[src/sv/rtq_pkg.sv]
// ----------------------------------------------------------------------------
// rtq_pkg
// Shared types and constants for the reset trigger qualifier.
// ----------------------------------------------------------------------------
package rtq_pkg;

    localparam int CHANNELS_DEF    = 4;
    localparam int COUNT_WIDTH_DEF = 24;

    localparam int SAMPLE_W    = 16;
    localparam int CHANNEL_W   = 2;
    localparam int PERIOD_W    = 24;
    localparam int FRACTION_W  = 6;
    localparam int FILTER_SHIFT = 6;
    // Quotient bits of the crossing divide; the quotient stays below 32.
    localparam int QUOT_BITS   = 5;
    localparam int STEP_CNT_W  = 3;

    localparam logic signed [SAMPLE_W-1:0] THRESHOLD_LOW_RST  = 16'sd10000;
    localparam logic signed [SAMPLE_W-1:0] THRESHOLD_HIGH_RST = 16'sd20000;

    // Configuration register indexes
    localparam logic REG_THRESHOLD_LOW  = 1'b0;
    localparam logic REG_THRESHOLD_HIGH = 1'b1;

    typedef enum logic [1:0] {
        ST_IDLE,
        ST_DIVIDE,
        ST_OUTPUT
    } state_t;

endpackage

[src/sv/reset_trigger_qualifier_top.sv]
// ----------------------------------------------------------------------------
// reset_trigger_qualifier_top
// Per-channel CV smoothing, hysteresis trigger, crossing estimate and period.
// ----------------------------------------------------------------------------
// One request in, one result out. Each request carries a channel number, a
// control-voltage sample and a reset-input sample. The CV passes through a
// one-pole low-pass (step of 1/64 toward the new sample). The reset sample
// goes through a Schmitt trigger: below threshold_low arms the channel,
// above threshold_high while armed fires and disarms it. On a fire the block
// estimates where threshold_high was crossed between the previous and the
// current reset sample, in 32nds, with a restoring divider that produces one
// quotient bit per cycle. Each channel counts its requests since its last
// fire; the result reports the count before the update, then a fire clears
// it and any other request increments it, saturating. A channel number at or
// above CHANNELS changes no state and returns a result with all fields but
// channel_out at zero. Timing: one request is in work at a time. A request
// without a crossing divide goes from accept through ST_OUTPUT to ST_IDLE;
// a fire whose previous sample sat at or below threshold_high also passes
// through ST_DIVIDE first. The output register lets the next request enter
// while a result still waits for out_ready. Configuration writes are always
// taken (cfg_ready is high) and must only be issued while the block is idle.
// ----------------------------------------------------------------------------
module reset_trigger_qualifier_top
    import rtq_pkg::*;
#(
    parameter int CHANNELS    = CHANNELS_DEF,
    parameter int COUNT_WIDTH = COUNT_WIDTH_DEF
)(
    input  logic                        clk,
    input  logic                        rst_n,

    // Configuration write channel
    input  logic                        cfg_valid,
    output logic                        cfg_ready,
    input  logic                        cfg_index,
    input  logic [SAMPLE_W-1:0]         cfg_data,

    // Request channel
    input  logic                        in_valid,
    output logic                        in_ready,
    input  logic [CHANNEL_W-1:0]        channel,
    input  logic signed [SAMPLE_W-1:0]  cv_sample,
    input  logic signed [SAMPLE_W-1:0]  reset_sample,

    // Result channel
    output logic                        out_valid,
    input  logic                        out_ready,
    output logic [CHANNEL_W-1:0]        channel_out,
    output logic signed [SAMPLE_W-1:0]  smoothed_cv,
    output logic                        fired,
    output logic [FRACTION_W-1:0]       crossing_fraction,
    output logic [PERIOD_W-1:0]         period_ticks
);

    // Index width for the per-channel state
    localparam int CIW = (CHANNELS > 1) ? $clog2(CHANNELS) : 1;
    // Common width for fitting the count into the period field
    localparam int EXT_W = (COUNT_WIDTH > PERIOD_W) ? COUNT_WIDTH : PERIOD_W;
    localparam logic [COUNT_WIDTH-1:0] COUNT_MAX = {COUNT_WIDTH{1'b1}};

    // ------------------------------------------------------------------
    // Configuration registers
    // ------------------------------------------------------------------
    logic signed [SAMPLE_W-1:0] thr_low_reg;
    logic signed [SAMPLE_W-1:0] thr_high_reg;

    assign cfg_ready = 1'b1;

    always_ff @(posedge clk or negedge rst_n)
    begin
        if (!rst_n)
        begin
            thr_low_reg  <= THRESHOLD_LOW_RST;
            thr_high_reg <= THRESHOLD_HIGH_RST;
        end
        else if (cfg_valid)
        begin
            unique case (cfg_index)
                REG_THRESHOLD_LOW:  thr_low_reg  <= cfg_data;
                REG_THRESHOLD_HIGH: thr_high_reg <= cfg_data;
                default:            thr_low_reg  <= thr_low_reg;
            endcase
        end
    end

    // ------------------------------------------------------------------
    // Per-channel state
    // ------------------------------------------------------------------
    logic signed [SAMPLE_W-1:0] smooth_reg [CHANNELS];
    logic                       armed_reg  [CHANNELS];
    logic signed [SAMPLE_W-1:0] prev_reg   [CHANNELS];
    logic [COUNT_WIDTH-1:0]     tick_reg   [CHANNELS];

    // ------------------------------------------------------------------
    // Control
    // ------------------------------------------------------------------
    state_t state_reg, state_next;
    logic   accept;
    logic   out_load;

    // Work registers for the request in flight
    logic [CHANNEL_W-1:0]        ch_reg;
    logic signed [SAMPLE_W-1:0]  smooth_res_reg;
    logic                        fired_reg;
    logic [PERIOD_W-1:0]         period_reg;
    logic [SAMPLE_W-1:0]         rem_reg;
    logic [SAMPLE_W-1:0]         div_reg;
    logic [QUOT_BITS-1:0]        quo_reg;
    logic [STEP_CNT_W-1:0]       step_cnt_reg;

    // Output register
    logic                        out_valid_reg;
    logic [CHANNEL_W-1:0]        channel_out_reg;
    logic signed [SAMPLE_W-1:0]  smoothed_cv_reg;
    logic                        fired_out_reg;
    logic [FRACTION_W-1:0]       fraction_reg;
    logic [PERIOD_W-1:0]         period_out_reg;

    // ------------------------------------------------------------------
    // Request datapath (evaluated in the accept cycle)
    // ------------------------------------------------------------------
    logic                          ch_ok;
    logic [CIW-1:0]                idx;
    logic signed [SAMPLE_W-1:0]    s_cur;
    logic signed [SAMPLE_W:0]      cv_diff;
    logic signed [SAMPLE_W:0]      cv_step;
    logic signed [SAMPLE_W:0]      s_sum;
    logic signed [SAMPLE_W-1:0]    s_new;
    logic                          arm_now;
    logic                          armed_mid;
    logic                          fire;
    logic signed [SAMPLE_W-1:0]    prev_cur;
    logic                          div_start;
    logic signed [SAMPLE_W:0]      to_trig;
    logic signed [SAMPLE_W:0]      to_next;
    logic [COUNT_WIDTH-1:0]        cnt_cur;
    logic [EXT_W-1:0]              cnt_ext;

    assign ch_ok   = 32'(channel) < CHANNELS;
    assign idx     = CIW'(channel);
    assign s_cur   = smooth_reg[idx];
    assign prev_cur = prev_reg[idx];
    assign cnt_cur = tick_reg[idx];
    assign cnt_ext = EXT_W'(cnt_cur);

    // One-pole filter: arithmetic shift gives the floor of diff / 64
    assign cv_diff = {cv_sample[SAMPLE_W-1], cv_sample} - {s_cur[SAMPLE_W-1], s_cur};
    assign cv_step = cv_diff >>> FILTER_SHIFT;
    assign s_sum   = {s_cur[SAMPLE_W-1], s_cur} + cv_step;
    assign s_new   = s_sum[SAMPLE_W-1:0];

    // Arm test first, then fire test
    assign arm_now   = reset_sample < thr_low_reg;
    assign armed_mid = arm_now | armed_reg[idx];
    assign fire      = ch_ok && (reset_sample > thr_high_reg) && armed_mid;

    // Crossing estimate only when the previous sample sat at or below the
    // high threshold; then 0 <= to_trig < to_next and the quotient is < 32.
    assign div_start = fire && (prev_cur <= thr_high_reg);
    assign to_trig   = {thr_high_reg[SAMPLE_W-1], thr_high_reg}
                       - {prev_cur[SAMPLE_W-1], prev_cur};
    assign to_next   = {reset_sample[SAMPLE_W-1], reset_sample}
                       - {prev_cur[SAMPLE_W-1], prev_cur};

    // ------------------------------------------------------------------
    // Restoring divide step: one quotient bit per cycle
    // ------------------------------------------------------------------
    logic [SAMPLE_W:0] rem_dbl;
    logic [SAMPLE_W:0] rem_sub;
    logic              q_bit;

    assign rem_dbl = {rem_reg, 1'b0};
    assign rem_sub = rem_dbl - {1'b0, div_reg};
    assign q_bit   = rem_dbl >= {1'b0, div_reg};

    // ------------------------------------------------------------------
    // State machine
    // ------------------------------------------------------------------
    always_ff @(posedge clk or negedge rst_n)
    begin
        if (!rst_n)
            state_reg <= ST_IDLE;
        else
            state_reg <= state_next;
    end

    always_comb
    begin
        state_next = state_reg;
        in_ready   = 1'b0;
        out_load   = 1'b0;
        unique case (state_reg)
            ST_IDLE:
            begin
                in_ready = 1'b1;
                if (in_valid)
                    state_next = div_start ? ST_DIVIDE : ST_OUTPUT;
            end
            ST_DIVIDE:
            begin
                // Last quotient bit lands this cycle
                if (step_cnt_reg == STEP_CNT_W'(QUOT_BITS - 1))
                    state_next = ST_OUTPUT;
            end
            ST_OUTPUT:
            begin
                // Hand off once the output register is free
                if (!out_valid_reg || out_ready)
                begin
                    out_load   = 1'b1;
                    state_next = ST_IDLE;
                end
            end
            default:
                state_next = ST_IDLE;
        endcase
    end

    assign accept = in_valid && in_ready;

    // ------------------------------------------------------------------
    // Per-channel state update at accept
    // ------------------------------------------------------------------
    always_ff @(posedge clk or negedge rst_n)
    begin
        if (!rst_n)
        begin
            for (int i = 0; i < CHANNELS; i++)
            begin
                smooth_reg[i] <= '0;
                armed_reg[i]  <= 1'b0;
                prev_reg[i]   <= '0;
                tick_reg[i]   <= '0;
            end
        end
        else if (accept && ch_ok)
        begin
            smooth_reg[idx] <= s_new;
            armed_reg[idx]  <= armed_mid & ~fire;
            prev_reg[idx]   <= reset_sample;
            if (fire)
                tick_reg[idx] <= '0;
            else if (cnt_cur != COUNT_MAX)
                tick_reg[idx] <= cnt_cur + 1'b1;
        end
    end

    // ------------------------------------------------------------------
    // Work registers
    // ------------------------------------------------------------------
    always_ff @(posedge clk)
    begin
        if (accept)
        begin
            ch_reg         <= channel;
            smooth_res_reg <= ch_ok ? s_new : '0;
            fired_reg      <= fire;
            period_reg     <= ch_ok ? cnt_ext[PERIOD_W-1:0] : '0;
            rem_reg        <= to_trig[SAMPLE_W-1:0];
            div_reg        <= to_next[SAMPLE_W-1:0];
            quo_reg        <= '0;
            step_cnt_reg   <= '0;
        end
        else if (state_reg == ST_DIVIDE)
        begin
            rem_reg      <= q_bit ? rem_sub[SAMPLE_W-1:0] : rem_dbl[SAMPLE_W-1:0];
            quo_reg      <= {quo_reg[QUOT_BITS-2:0], q_bit};
            step_cnt_reg <= step_cnt_reg + 1'b1;
        end
    end

    // ------------------------------------------------------------------
    // Output register
    // ------------------------------------------------------------------
    always_ff @(posedge clk or negedge rst_n)
    begin
        if (!rst_n)
            out_valid_reg <= 1'b0;
        else if (out_load)
            out_valid_reg <= 1'b1;
        else if (out_ready)
            out_valid_reg <= 1'b0;
    end

    always_ff @(posedge clk)
    begin
        if (out_load)
        begin
            channel_out_reg <= ch_reg;
            smoothed_cv_reg <= smooth_res_reg;
            fired_out_reg   <= fired_reg;
            // Quotient stays zero unless the divide ran
            fraction_reg    <= FRACTION_W'(quo_reg);
            period_out_reg  <= period_reg;
        end
    end

    assign out_valid         = out_valid_reg;
    assign channel_out       = channel_out_reg;
    assign smoothed_cv       = smoothed_cv_reg;
    assign fired             = fired_out_reg;
    assign crossing_fraction = fraction_reg;
    assign period_ticks      = period_out_reg;

endmodule
[config.mk]
export PLATFORM = sky130hd
export DESIGN_NAME = reset_trigger_qualifier_top
export DESIGN_NICKNAME = d
export VERILOG_FILES = /design/src/sv/rtq_pkg.sv /design/src/sv/reset_trigger_qualifier_top.sv
export SDC_FILE = /design/constraint.sdc
export NUM_CORES = 1
export LEC_CHECK = 0
export ABC_AREA = 1
export BUFFER_PORTS_ARGS = -buffer_cell sky130_fd_sc_hd__buf_4
export CAP_MARGIN = 20
export CORE_MARGIN = 2
export CORE_UTILIZATION = 38
export DETAILED_ROUTE_END_ITERATION = 7
export GPL_TIMING_DRIVEN = 0
export PLACE_DENSITY = 0.65
export SYNTH_ARGS = -nofsm -noshare
export SYNTH_HDL_FRONTEND = slang
export SYNTH_SLANG_ARGS = --single-unit
[constraint.sdc]
create_clock -name clk -period 3.6 [get_ports clk]
set_input_delay 0 -clock clk [delete_from_list [all_inputs] [get_ports clk]]
set_output_delay 0 -clock clk [all_outputs]
set_load 0.005 [all_outputs]
After elaboration in Yosys (flattened, before gate mapping)
Cells that the tools add are included.
{ "word_totals": {"register_bits": 394, "latchBits": 0, "ram_bits": 0, "romBits": 0, "output_inout_bits": 52, "wordCells": 111, "n_memories": 0} }
{ "classes": {"n_addsub": 7, "n_mul": 0, "n_div": 0, "magnitude_cmp": 6, "eq_ne": 7, "shift": 0, "n_mux": 37, "n_bitwise": 7, "n_reduce_logical": 14} }
{ "op_table": {"columns": ["cell", "n"], "rows": [
  ["$mux W96", 2],
  ["$bwmux W64", 2],
  ["$mux W16", 8],
  ["$and A96 B96 Y96", 1],
  ["$bwmux W96", 1],
  ["$not A96 Y96", 1],
  ["$mux W24", 3],
  ["$bmux W16 S2", 2],
  ["$bmux W24 S2", 1],
  ["$demux W24 S2", 1],
  ["$sub A16 B16 Y16", 3],
  ["$demux W16 S2", 1],
  ["$add A24 B1 Y24 const B", 1],
  ["$ne A24 B24 Y1 const B", 1],
  ["$ge A17 B16 Y1", 1],
  ["$sub A16 B16 Y17", 1],
  ["$add A16 B11 Y16", 1],
  ["$gt A16 B16 Y1", 1],
  ["$le A16 B16 Y1", 1],
  ["$lt A16 B16 Y1", 1],
  ["$mux W1", 8],
  ["$mux W2", 4],
  ["$ne A2 B2 Y1 const B", 3],
  ["$pmux W2 S3", 1],
  ["other kinds (20)", 28]
]} }

Longest topological paths before layout
Gate-level depths: netlist (run 1).
{ "logic_depth": {"depth_word": 10, "mapped_depth": 31} }

Worst setup path before layout (run 1)
Ideal clock, no wire load.
{ "synth_path": {"path_kind": "input -> register", "startpoint": "input port channel[0]", "endpoint": "register smooth_res_reg[12], data pin", "arrival_ps": 3875, "path_slack_ps": -538, "stages": 24, "path_cell_list": "buf_6 -> nor2_8 -> buf_4 -> clkbuf_1 -> buf_1 -> a22oi_1 -> and2_1 -> ha_1 -> nand2_1 -> nand2_1 -> nand2_1 -> nand2_1 -> a31oi_1 -> xnor2_1 -> ha_1 -> inv_1 -> fa_1 -> o21ai_0 -> a21oi_1 -> o21ai_0 -> a31oi_1 -> o21ai_0 -> xnor2_1 -> inv_1"} }
{ "synth_via": {"elab_chain_len": 6} }
{ "synth_lines": {"columns": ["item", "line", "rtl"], "rows": [
  ["from (decl)", "reset_trigger_qualifier_top.sv:41", "input logic [CHANNEL_W-1:0] channel,"],
  ["$not A2 Y3 (not written as such) *", "reset_trigger_qualifier_top.sv:141", "assign s_cur = smooth_reg[idx];"],
  ["$bmux W16 S2 *", "reset_trigger_qualifier_top.sv:141", null],
  ["$mux W16 (not written as such) * (2 in a row)", "reset_trigger_qualifier_top.sv:141", null],
  ["$sub A16 B16 Y17", "reset_trigger_qualifier_top.sv:147", "assign cv_diff = {cv_sample[SAMPLE_W-1], cv_sample} - {s_cur[SAMPLE_W-1], s_cur};"],
  ["$add A16 B11 Y16 *", "reset_trigger_qualifier_top.sv:149", "assign s_sum = {s_cur[SAMPLE_W-1], s_cur} + cv_step;"],
  ["net s_sum[12]", "reset_trigger_qualifier_top.sv:127", "logic signed [SAMPLE_W:0] s_sum;"],
  ["to (signal assigned)", "reset_trigger_qualifier_top.sv:256", "smooth_res_reg <= ch_ok ? s_new : '0;"],
  ["to (decl)", "reset_trigger_qualifier_top.sv:103", "logic signed [SAMPLE_W-1:0] smooth_res_reg;"]
]} }
Mark *: on every way through the listed nets, which the timed path passes. The rest lies on a longest branch. The select of a mux whose other input is x is not followed.
A chain may end at the register's enable or synchronous reset.

Worst setup path after layout (run 1)
{ "layout_path": {"startpoint": "register smooth_reg[52] (netlist name)", "endpoint": "register smooth_res_reg[11], data pin"} }
{ "layout_via": {"elab_chain_len": 5} }
{ "layout_lines": {"columns": ["item", "line", "rtl"], "rows": [
  ["from (decl)", "reset_trigger_qualifier_top.sv:89", "logic signed [SAMPLE_W-1:0] smooth_reg [CHANNELS];"],
  ["from (signal, indexed assignment)", "reset_trigger_qualifier_top.sv:238", "smooth_reg[idx] <= s_new;"],
  ["$bmux W16 S2 *", "reset_trigger_qualifier_top.sv:141", null],
  ["$mux W16 (not written as such) * (2 in a row)", "reset_trigger_qualifier_top.sv:141", null],
  ["$sub A16 B16 Y17", "reset_trigger_qualifier_top.sv:147", null],
  ["$add A16 B11 Y16 *", "reset_trigger_qualifier_top.sv:149", null],
  ["net s_sum[11]", "reset_trigger_qualifier_top.sv:127", null]
]} }
Marks and branches as above.

==> results of run 1 <==
## kinds of logic after synthesis
logic type	count (synthesis)	share of synthesized area
simple gates	1043	0.209
compound gates	438	0.122
flops	394	0.497
buf+inv	349	0.0709
fa+ha+maj	121	0.0735
xor+xnor	65	0.0271
other cells	2	0.000357
## per-stage QoR
| stage | TNS [ns] | power (mW) | utilization |
|---|---|---|---|
| after detailed placement | -75.02 | 16.1 | 0.417 |
| after global routing | -12.87 | 23.8 | 0.463 |
| after global placement | -202.22 | 15.9 | 0.415 |
| after floorplan | -0.129 | 13.1 | - |
| after CTS | -2.00 | 21.6 | 0.459 |
| final | -5.58 | 22.3 | 0.463 |
## routing by layer
| layer | vias up | share of wire | track usage | wire length [um] |
|---|---|---|---|---|
| met5 | - | 0 | 0 | 0 |
| met4 | 0 | 0.030 | 0.0841 | 1880 |
| met3 | 116 | 0.075 | 0.0368 | 4590 |
| met2 | 672 | 0.45 | 0.336 | 27500 |
| met1 | 8637 | 0.45 | 0.301 | 27600 |
| li1 | 8419 | - | - | - |
## final timing paths
path | end
max in group asynchronous | tick_reg[32]$_DFFE_PN0P_
worst min register to register | smoothed_cv[7]$_DFFE_PP_
worst max-delay path | smooth_res_reg[11]$_DFFE_PP_
min in group clk | period_reg[6]$_DFFE_PP_
worst min-delay path | prev_reg[61]$_DFFE_PN0P_
worst max register to register | smooth_res_reg[11]$_DFFE_PP_
## cells in the mapped netlist, drive strengths merged, types with 3 or more instances
cell and number:
a21boi 3, a211oi 5, nand4 11, inv 257, a22o 16, dfxtp 8
xor2 36, a22oi 19, edfxtp 123, o21bai 3, nand3 154, o2111ai 4
o21a 12, o22ai 14, o21ai 217, o211ai 4, nor3 14, a31oi 10
nor2 135, clkbuf 56, a21oi 106, a21o 6, and2 8, dfstp 10
buf 34, xnor2 29, fa 4, a221oi 17, dfrtp 253, nand2 713
ha 117
## power breakdown
group	switching, mW	leakage [nW]	internal [mW]
clock	1.86	0.623	2.34
combinational	6.56	6.72	4.38
sequential	0.666	4.62	6.54
## timing repair
action / 4_1_cts / 5_1_grt
pin swaps: 26 / 15
buffers inserted: 18 / 13
setup endpoints to repair: 58 / 57
resized for setup: 84 / 47
hold buffers: 40 / 0
hold endpoints to repair: 212 / 0
## worst register-to-register path: cells and delay by family (launching register included)
kind | cells | cell delay (ns)
compound gates | 8 | 1.42
fa+ha+maj | 2 | 0.65
simple gates | 6 | 0.46
flops | 1 | 0.39
buf+inv | 3 | 0.36
xor+xnor | 2 | 0.28
## final cells by class
cell class	count	area, sq um
plain buffers	89	586
clock buffers	55	1160
clock inverters	21	135
fillers	5176	29500
inverters	259	977
multi-input cells	1669	9660
flip-flops and latches	394	10400
well taps	704	881
repair buffers	180	1580
==> flow_metrics.tcl, run 1 <==
set metrics [dict create \
    cts_tree "done" \
    insertion_delay_ns 0.58 \
    hold_viol 0 \
    violations "setup timing" \
    place_ws_ns -1.39 \
    max-slew-margin-rel 0.344 \
    die_area_sq_mm 0.0572 \
    synthTopCellsByArea "dfrtp_1 30%, edfxtp_1 18%, nand2_1 13%, ha_1 7.0%, o21ai_0 4.9%" \
    rrSetupSlack_ns -0.22 \
    end_kind "flip-flop" \
    crit_path_start "smooth_reg[52]$_DFFE_PN0P_" \
    dp.cells 3225 \
    async_flop_share 0.668 \
    dp_hpwl_um 44000 \
    syn_nets 2589 \
    first_pass_iters 5 \
    root_buffer "clkbuf_16" \
    synth_top_area_frac 0.301 \
    die_width_um 239 \
    cts_buffers 42 \
    p_leak_nw 12.0 \
    layout_common_cells "682 x nand2_1, 253 x dfrtp_1, 244 x inv_1" \
    rows 86 \
    cpLargestDelayFamily "compound AO/OA/AOI/OAI gates" \
    n_antenna_cell 0 \
    grt_pass1_vias 17600 \
    r2r_start "smooth_reg[52]$_DFFE_PN0P_" \
    synthDistinctLibCells 59 \
    timing.critical_path.required_ns 3.93 \
    gr-total-overflow 0 \
    cp_num_buf_inv 3 \
    coreArea_sq_mm 0.0549 \
    drv_slew 0 \
    cp_common_cell "nand2_2" \
    synth_area_per_cell_sq_um 8.71 \
    synth_top_area_cell "dfrtp_1" \
    fin_cells 3371 \
    cp.depth 21 \
    postPlaceCellArea_sq_mm 0.0229 \
    finalWorstSetupSlack_ns -0.216 \
    path_cells "a22oi_2 -> inv_2 -> a221oi_4 -> ha_4 -> a21oi_2 -> nor2_1 -> a211oi_1 -> o21ai_1 -> nand2_1 -> nand2_2 -> xor2_1 -> ha_1 -> buf_4 -> nand2_2 -> o21ai_4 -> nand2_2 -> nand2_4 -> a21oi_2 -> o21a_1 -> xnor2_2 -> buf_4" \
    wl_per_cell_um 18.3 \
    period_needed_ns 3.82 \
    setup_viol 45 \
    crit_slowest_cell "dfrtp_1" \
    drc 0 \
    largest_reg_flops 96 \
    syn-cell-area_sq_mm 0.0210 \
    cts_sinks 394 \
    initial_core_util 0.383 \
    maxCapViolCount 0 \
    synth-edff-count 123 \
    finClkSkew_ns 0.0183 \
    hold_class "in -> async" \
    syn_to_final_growth_pct 21.0 \
    die_h_um 239 \
    grt_max_degree 111 \
    antenna_found_initial 0 \
    num_io_pins 108 \
    place.gp.congestion 0.890 \
    viasPerCell 5.29 \
    ant_nets 0 \
    drive_above_1_share 0.145 \
    fmax_mhz 262 \
    first_iter_violations 1579 \
    min_period_over_period 1.06 \
    power-per-cell-area_mw_per_mm2 879 \
    clk_pin_slew_ns 0.06 \
    io_buffers 105 \
    totalWireLength_um 61500 \
    fin_area_sq_mm 0.0254 \
    worstPathMaxFanout 5 \
    final_common_cell "nand2_1" \
    h-tree-depth 2 \
    cpPeakStageDelay_ns 0.39 \
    peakVddDrop_v 0.000654 \
    yosys_warnings 0 \
    critical_path_class "reg -> reg" \
    start_kind "flip-flop" \
    syn_inst 2412 \
    status "finished with violations" \
    rr_worst_depth 21 \
    rsz0062_at_grt "yes" \
    ctsLongestPathBuffers 3 \
    synth_flop_cell "dfrtp_1" \
    track_usage 0.216 \
    hold_ws_ns 0.0706 \
    nets 2812 \
    tightest_slew_ns 0.984 \
    via_count 17800 \
    cp.arrival_ns 4.15 \
    ys_ff_latch 394 \
    seq_area_frac_synth 0.497 \
    grt_pass1_wl_um 96600 \
]
Power figures use the tool's default switching activity.
==> inputs of run 2 (changes only) <==
Settings changed: PLACE_DENSITY 0.65 to 0.63.
Clock period 3.6 ns to 3.7 ns, I/O delays scaled along.
==> flow_metrics.tcl, run 2 (synthesis gave the netlist of run 1 again) <==
set metrics [dict create \
    tightest_slew_ns 0.920 \
    track_usage 0.214 \
    viasPerCell 5.27 \
    end_kind "flip-flop" \
    n_antenna_cell 0 \
    swShare 0.410 \
    p_leak_nw 12.0 \
    totalPowerFinal_mw 21.7 \
    cts_sinks 394 \
    hold_ws_ns 0.0652 \
    nets 2809 \
    grt_max_degree 124 \
    first_pass_iters 6 \
    p_seq_frac 0.322 \
    ant_nets 0 \
    initial_core_util 0.383 \
    status "finished with violations" \
    drive_above_1_share 0.156 \
    final_util 0.466 \
    totalWireLength_um 61800 \
    p_switching_mw 8.92 \
    p_int_mw 12.8 \
    rows 86 \
    drv_slew 0 \
    io_buffers 105 \
    worstPathMaxFanout 5 \
    hold_viol 0 \
    crit_slowest_cell "dfrtp_1" \
    clk_pin_slew_ns 0.06 \
    cp.arrival_ns 4.12 \
    h-tree-depth 2 \
    timing.critical_path.required_ns 4.03 \
    drc 0 \
    hold_class "in -> async" \
    grt_pass1_vias 17300 \
    layout_common_cells "679 x nand2_1, 253 x dfrtp_1, 240 x inv_1" \
    die_h_um 239 \
    die_area_sq_mm 0.0572 \
    cts_buffers 44 \
    cp_num_buf_inv 3 \
    tns_ns -0.207 \
    num_io_pins 108 \
    cts_tree "done" \
    fillers 5248 \
    dp_hpwl_um 44100 \
    finalWorstSetupSlack_ns -0.0896 \
    fin_area_sq_mm 0.0256 \
    path_cells "a22oi_2 -> inv_2 -> a221oi_4 -> ha_4 -> a21oi_2 -> nor2_1 -> a211oi_2 -> o21ai_2 -> nand2_1 -> nand2_2 -> xor2_1 -> ha_1 -> a21oi_2 -> o21ai_4 -> a21oi_4 -> o21ai_4 -> a31oi_4 -> o21ai_2 -> xnor2_2 -> buf_4 -> inv_2" \
    max-slew-margin-rel 0.385 \
    coreArea_sq_mm 0.0549 \
    finClkSkew_ns 0.0343 \
    fin_cells 3370 \
    maxCapViolCount 0 \
    first_iter_violations 1424 \
    ctsLongestPathBuffers 3 \
    place.gp.congestion 0.904 \
    rsz0062_at_grt "yes" \
    power-per-cell-area_mw_per_mm2 851 \
    cpPeakStageDelay_ns 0.39 \
    largest_reg_flops 96 \
    cpLargestDelayFamily "compound AO/OA/AOI/OAI gates" \
    min_period_over_period 1.02 \
    insertion_delay_ns 0.58 \
    setup_viol 7 \
    gr-total-overflow 0 \
    clockPowerShare 0.188 \
    dp.cells 3225 \
    die_width_um 239 \
    grt_pass1_wl_um 95300 \
    fmax_mhz 264 \
    period_needed_ns 3.79 \
    final_common_cell "nand2_1" \
    root_buffer "clkbuf_16" \
    postPlaceCellArea_sq_mm 0.0229 \
    p_comb_frac 0.490 \
    place_ws_ns -1.45 \
    start_kind "flip-flop" \
    via_count 17800 \
    wl_per_cell_um 18.3 \
    syn_to_final_growth_pct 21.6 \
    peakVddDrop_v 0.000688 \
    antenna_found_initial 1 \
    critical_path_class "reg -> reg" \
    violations "setup timing" \
]
run 2: cell count changes in the layout (fill, tap and decap cells not counted), moves of 5 or more:
| cell | delta |
|---|---|
| clkinv_2 | +8 |
| clkinv_1 | -8 |
| nand3_1 | -5 |
| nand3_2 | +5 |
| ha_1 | -5 |
| clkbuf_1 | +7 |
run 2: path summary, 6_finish.rpt:
kind | start | slack (ns) | to | cells past startpoint
setup reg to reg | smooth_reg[52]$_DFFE_PN0P_ | -0.09 | smooth_res_reg[12]$_DFFE_PP_ | 21
max in group asynchronous | rst_n | 2.45 | tick_reg[30]$_DFFE_PN0P_ | 3
hold / removal | rst_n | 0.07 | tick_reg[34]$_DFFE_PN0P_ | 3
hold reg to reg | smooth_res_reg[9]$_DFFE_PP_ | 0.42 | smoothed_cv[9]$_DFFE_PP_ | 0
min in group clk | channel[1] | 0.10 | period_reg[6]$_DFFE_PP_ | 3
setup / recovery | smooth_reg[52]$_DFFE_PN0P_ | -0.09 | smooth_res_reg[12]$_DFFE_PP_ | 21
run 2: final cells by class:
| type | instances | area (sq um) | area share |
|---|---|---|---|
| well taps | 704 | 881 | 0.0345 |
| clock buffers | 61 | 1220 | 0.0476 |
| plain buffers | 88 | 579 | 0.0227 |
| clock inverters | 19 | 113 | 0.00441 |
| flip-flops and latches | 394 | 10400 | 0.409 |
| inverters | 259 | 977 | 0.0382 |
| repair buffers | 176 | 1500 | 0.0589 |
| multi-input cells | 1669 | 9830 | 0.385 |
run 2: per-layer routing:
layer / GRT usage / share of wire / routed length (um) / up-vias
li1: - / - / - / 8423
met1: 0.298 / 0.45 / 27800 / 8577
met2: 0.336 / 0.46 / 28100 / 650
met3: 0.0389 / 0.068 / 4230 / 111
met4: 0.0714 / 0.027 / 1650 / 2
met5: 0 / 0.00021 / 13 / -
run 2: worst min-delay path, stage by stage:
cell and delay (ns):
dlygate4sd3_1 0.57, buf_8 0.14, buf_16 0.40
run 2: timing repair:
item,in CTS,in global routing
setup endpoints to repair,62,56
endpoints found under the hold margin,357,0
hold buffers,41,0
gates resized for setup,71,106
pin swaps,14,40
buffers inserted,14,12
run 2: power groups by stage:
stage	Clock (mW)	Combinational [mW]	Sequential (mW)
after detailed placement	0	8.62	7.05
final	4.09	10.7	6.99
after global routing	4.36	11.7	7.14
after floorplan	0	5.82	6.93
after CTS	4.19	9.56	6.99
after global placement	0	8.40	7.05
==> inputs of run 3 (changes only) <==
Settings changed: CORE_ASPECT_RATIO from default to 1.75.
==> flow_metrics.tcl, run 3 (synthesis gave the netlist of run 1 again) <==
set metrics [dict create \
    status "finished with violations" \
    violations "hold timing, setup timing" \
    die_width_um 182 \
    final_common_cell "nand2_1" \
    place_ws_ns -1.40 \
    rows 114 \
    rsz0062_at_grt "yes" \
    die_area_sq_mm 0.0573 \
    nets 2796 \
    via_count 17600 \
    cts_sinks 394 \
    p_leak_nw 11.8 \
    largest_reg_flops 96 \
    power-per-cell-area_mw_per_mm2 842 \
    num_io_pins 108 \
    insertion_delay_ns 0.56 \
    wl_per_cell_um 19.3 \
    peakVddDrop_v 0.000516 \
    critical_path_class "reg -> reg" \
    initial_core_util 0.383 \
    dp_hpwl_um 48000 \
    end_kind "flip-flop" \
    setup_viol 26 \
    worstPathMaxFanout 5 \
    finalWorstSetupSlack_ns -0.128 \
    ant_nets 0 \
    first_iter_violations 1254 \
    drc 0 \
    finClkSkew_ns 0.0281 \
    totalWireLength_um 64400 \
    hold_class "in -> async" \
    layout_common_cells "682 x nand2_1, 253 x dfrtp_1, 246 x inv_1" \
    drv_slew 0 \
    hold_ws_ns -0.0205 \
    fmax_mhz 261 \
    antenna_found_initial 0 \
    h-tree-depth 2 \
    min_period_over_period 1.03 \
    io_buffers 105 \
    grt_pass1_vias 18100 \
    track_usage 0.225 \
    gr-total-overflow 0 \
    coreArea_sq_mm 0.0549 \
    grt_pass1_wl_um 99200 \
    syn_to_final_growth_pct 19.5 \
    drive_above_1_share 0.140 \
    fin_cells 3343 \
    ctsLongestPathBuffers 3 \
    root_buffer "clkbuf_16" \
    period_needed_ns 3.83 \
    max-slew-margin-rel 0.365 \
    maxCapViolCount 0 \
    cts_tree "done" \
    viasPerCell 5.27 \
    tightest_slew_ns 0.952 \
    grt_max_degree 118 \
    cts_buffers 37 \
    timing.critical_path.required_ns 4.02 \
    first_pass_iters 5 \
    dp.cells 3217 \
    cp.arrival_ns 4.15 \
    n_antenna_cell 0 \
    clk_pin_slew_ns 0.07 \
    place.gp.congestion 0.943 \
    start_kind "flip-flop" \
    hold_viol 3 \
    die_h_um 315 \
]
[run 3: cell types whose count changed in the layout (fill, tap and decap cells not counted), moves of 6 or more]
| cell | before | now |
|---|---|---|
| buf_4 | 133 | 123 |
| clkbuf_1 | 61 | 53 |
| ha_4 | 13 | 5 |
| clkbuf_16 | 45 | 38 |
| ha_1 | 101 | 108 |
| clkinv_2 | 12 | 6 |
| inv_1 | 240 | 246 |
| inv_2 | 15 | 9 |
| o21a_1 | 5 | 11 |
| o21a_2 | 7 | 1 |
[run 3: cell type report]
| cell class | instances | area (sq um) |
|---|---|---|
| inverters | 259 | 977 |
| well taps | 696 | 871 |
| fillers | 5260 | 29800 |
| clock buffers | 47 | 998 |
| flip-flops and latches | 394 | 10400 |
| clock inverters | 20 | 218 |
| multi-input cells | 1669 | 9570 |
| repair buffers | 170 | 1470 |
| plain buffers | 88 | 568 |
[run 3: path summary, 6_finish.rpt]
kind	from	endpoint	slack, ns	cells after the start
hold reg to reg	period_reg[8]$_DFFE_PP_	period_ticks[8]$_DFFE_PP_	0.42	0
setup reg to reg	smooth_reg[52]$_DFFE_PN0P_	smooth_res_reg[12]$_DFFE_PP_	-0.13	24
setup / recovery	smooth_reg[52]$_DFFE_PN0P_	smooth_res_reg[12]$_DFFE_PP_	-0.13	24
hold / removal	rst_n	state_reg[1]$_DFFE_PN0P_	-0.02	2
min in group clk	channel[1]	period_reg[6]$_DFFE_PP_	0.18	3
max in group asynchronous	rst_n	smooth_reg[19]$_DFFE_PN0P_	2.76	3
[run 3: power breakdown]
part / leakage (nW) / switching [mW] / internal, mW / total (mW)
combinational: 6.63 / 6.36 / 3.84 / 10.2
clock: 0.595 / 1.75 / 2.21 / 3.96
sequential: 4.62 / 0.638 / 6.36 / 7.00
total: 11.8 / 8.74 / 12.4 / 21.2
[run 3: metrics by stage]
stage / utilization / hold slack, ns / power [mW] / TNS, ns / instance area (sq um)
5_1_grt: 0.457 / 0.0323 / 22.5 / -6.79 / 25100
6_report: 0.457 / -0.0205 / 21.2 / -1.37 / 25100
3_5_place_dp: 0.416 / -0.0454 / 15.8 / -69.11 / 22900
4_1_cts: 0.453 / 0.00362 / 20.6 / -0.709 / 24900
3_3_place_gp: 0.414 / 0.195 / 15.6 / -217.71 / 22800
2_1_floorplan: - / -0.296 / 12.7 / -0.00864 / 21100
[run 3: layer usage]
metal	track usage	share of wire	vias up
li1	-	-	8372
met1	0.234	0.36	8487
met2	0.428	0.53	542
met3	0.0228	0.039	212
met4	0.144	0.072	0
met5	0	0	-
[run 3: what timing repair did]
action,in CTS,in global routing
setup buffers,10,8
endpoints found under the setup margin,58,62
cloned,0,0
pin swaps,21,19
endpoints found under the hold margin,365,0
resized for setup,68,59
hold buffers,42,0
[run 3: worst max-delay path: stages (launching register included)]
cell and delay [ns]:
dfrtp_1 0.39, a22oi_2 0.18, inv_2 0.06, a221oi_4 0.32, ha_4 0.27, a21oi_2 0.13
nor2_1 0.07, a211oi_2 0.20, o21ai_2 0.11, nand2_1 0.09, nand2_2 0.07, nand3_2 0.08
nand2_4 0.08, nand2_2 0.09, nand2_1 0.05, nand2_1 0.08, nand2_2 0.08, ha_4 0.32
nand2_2 0.09, o21ai_4 0.20, a31oi_4 0.12, o21ai_2 0.19, xnor2_2 0.13, buf_6 0.15
inv_2 0.03
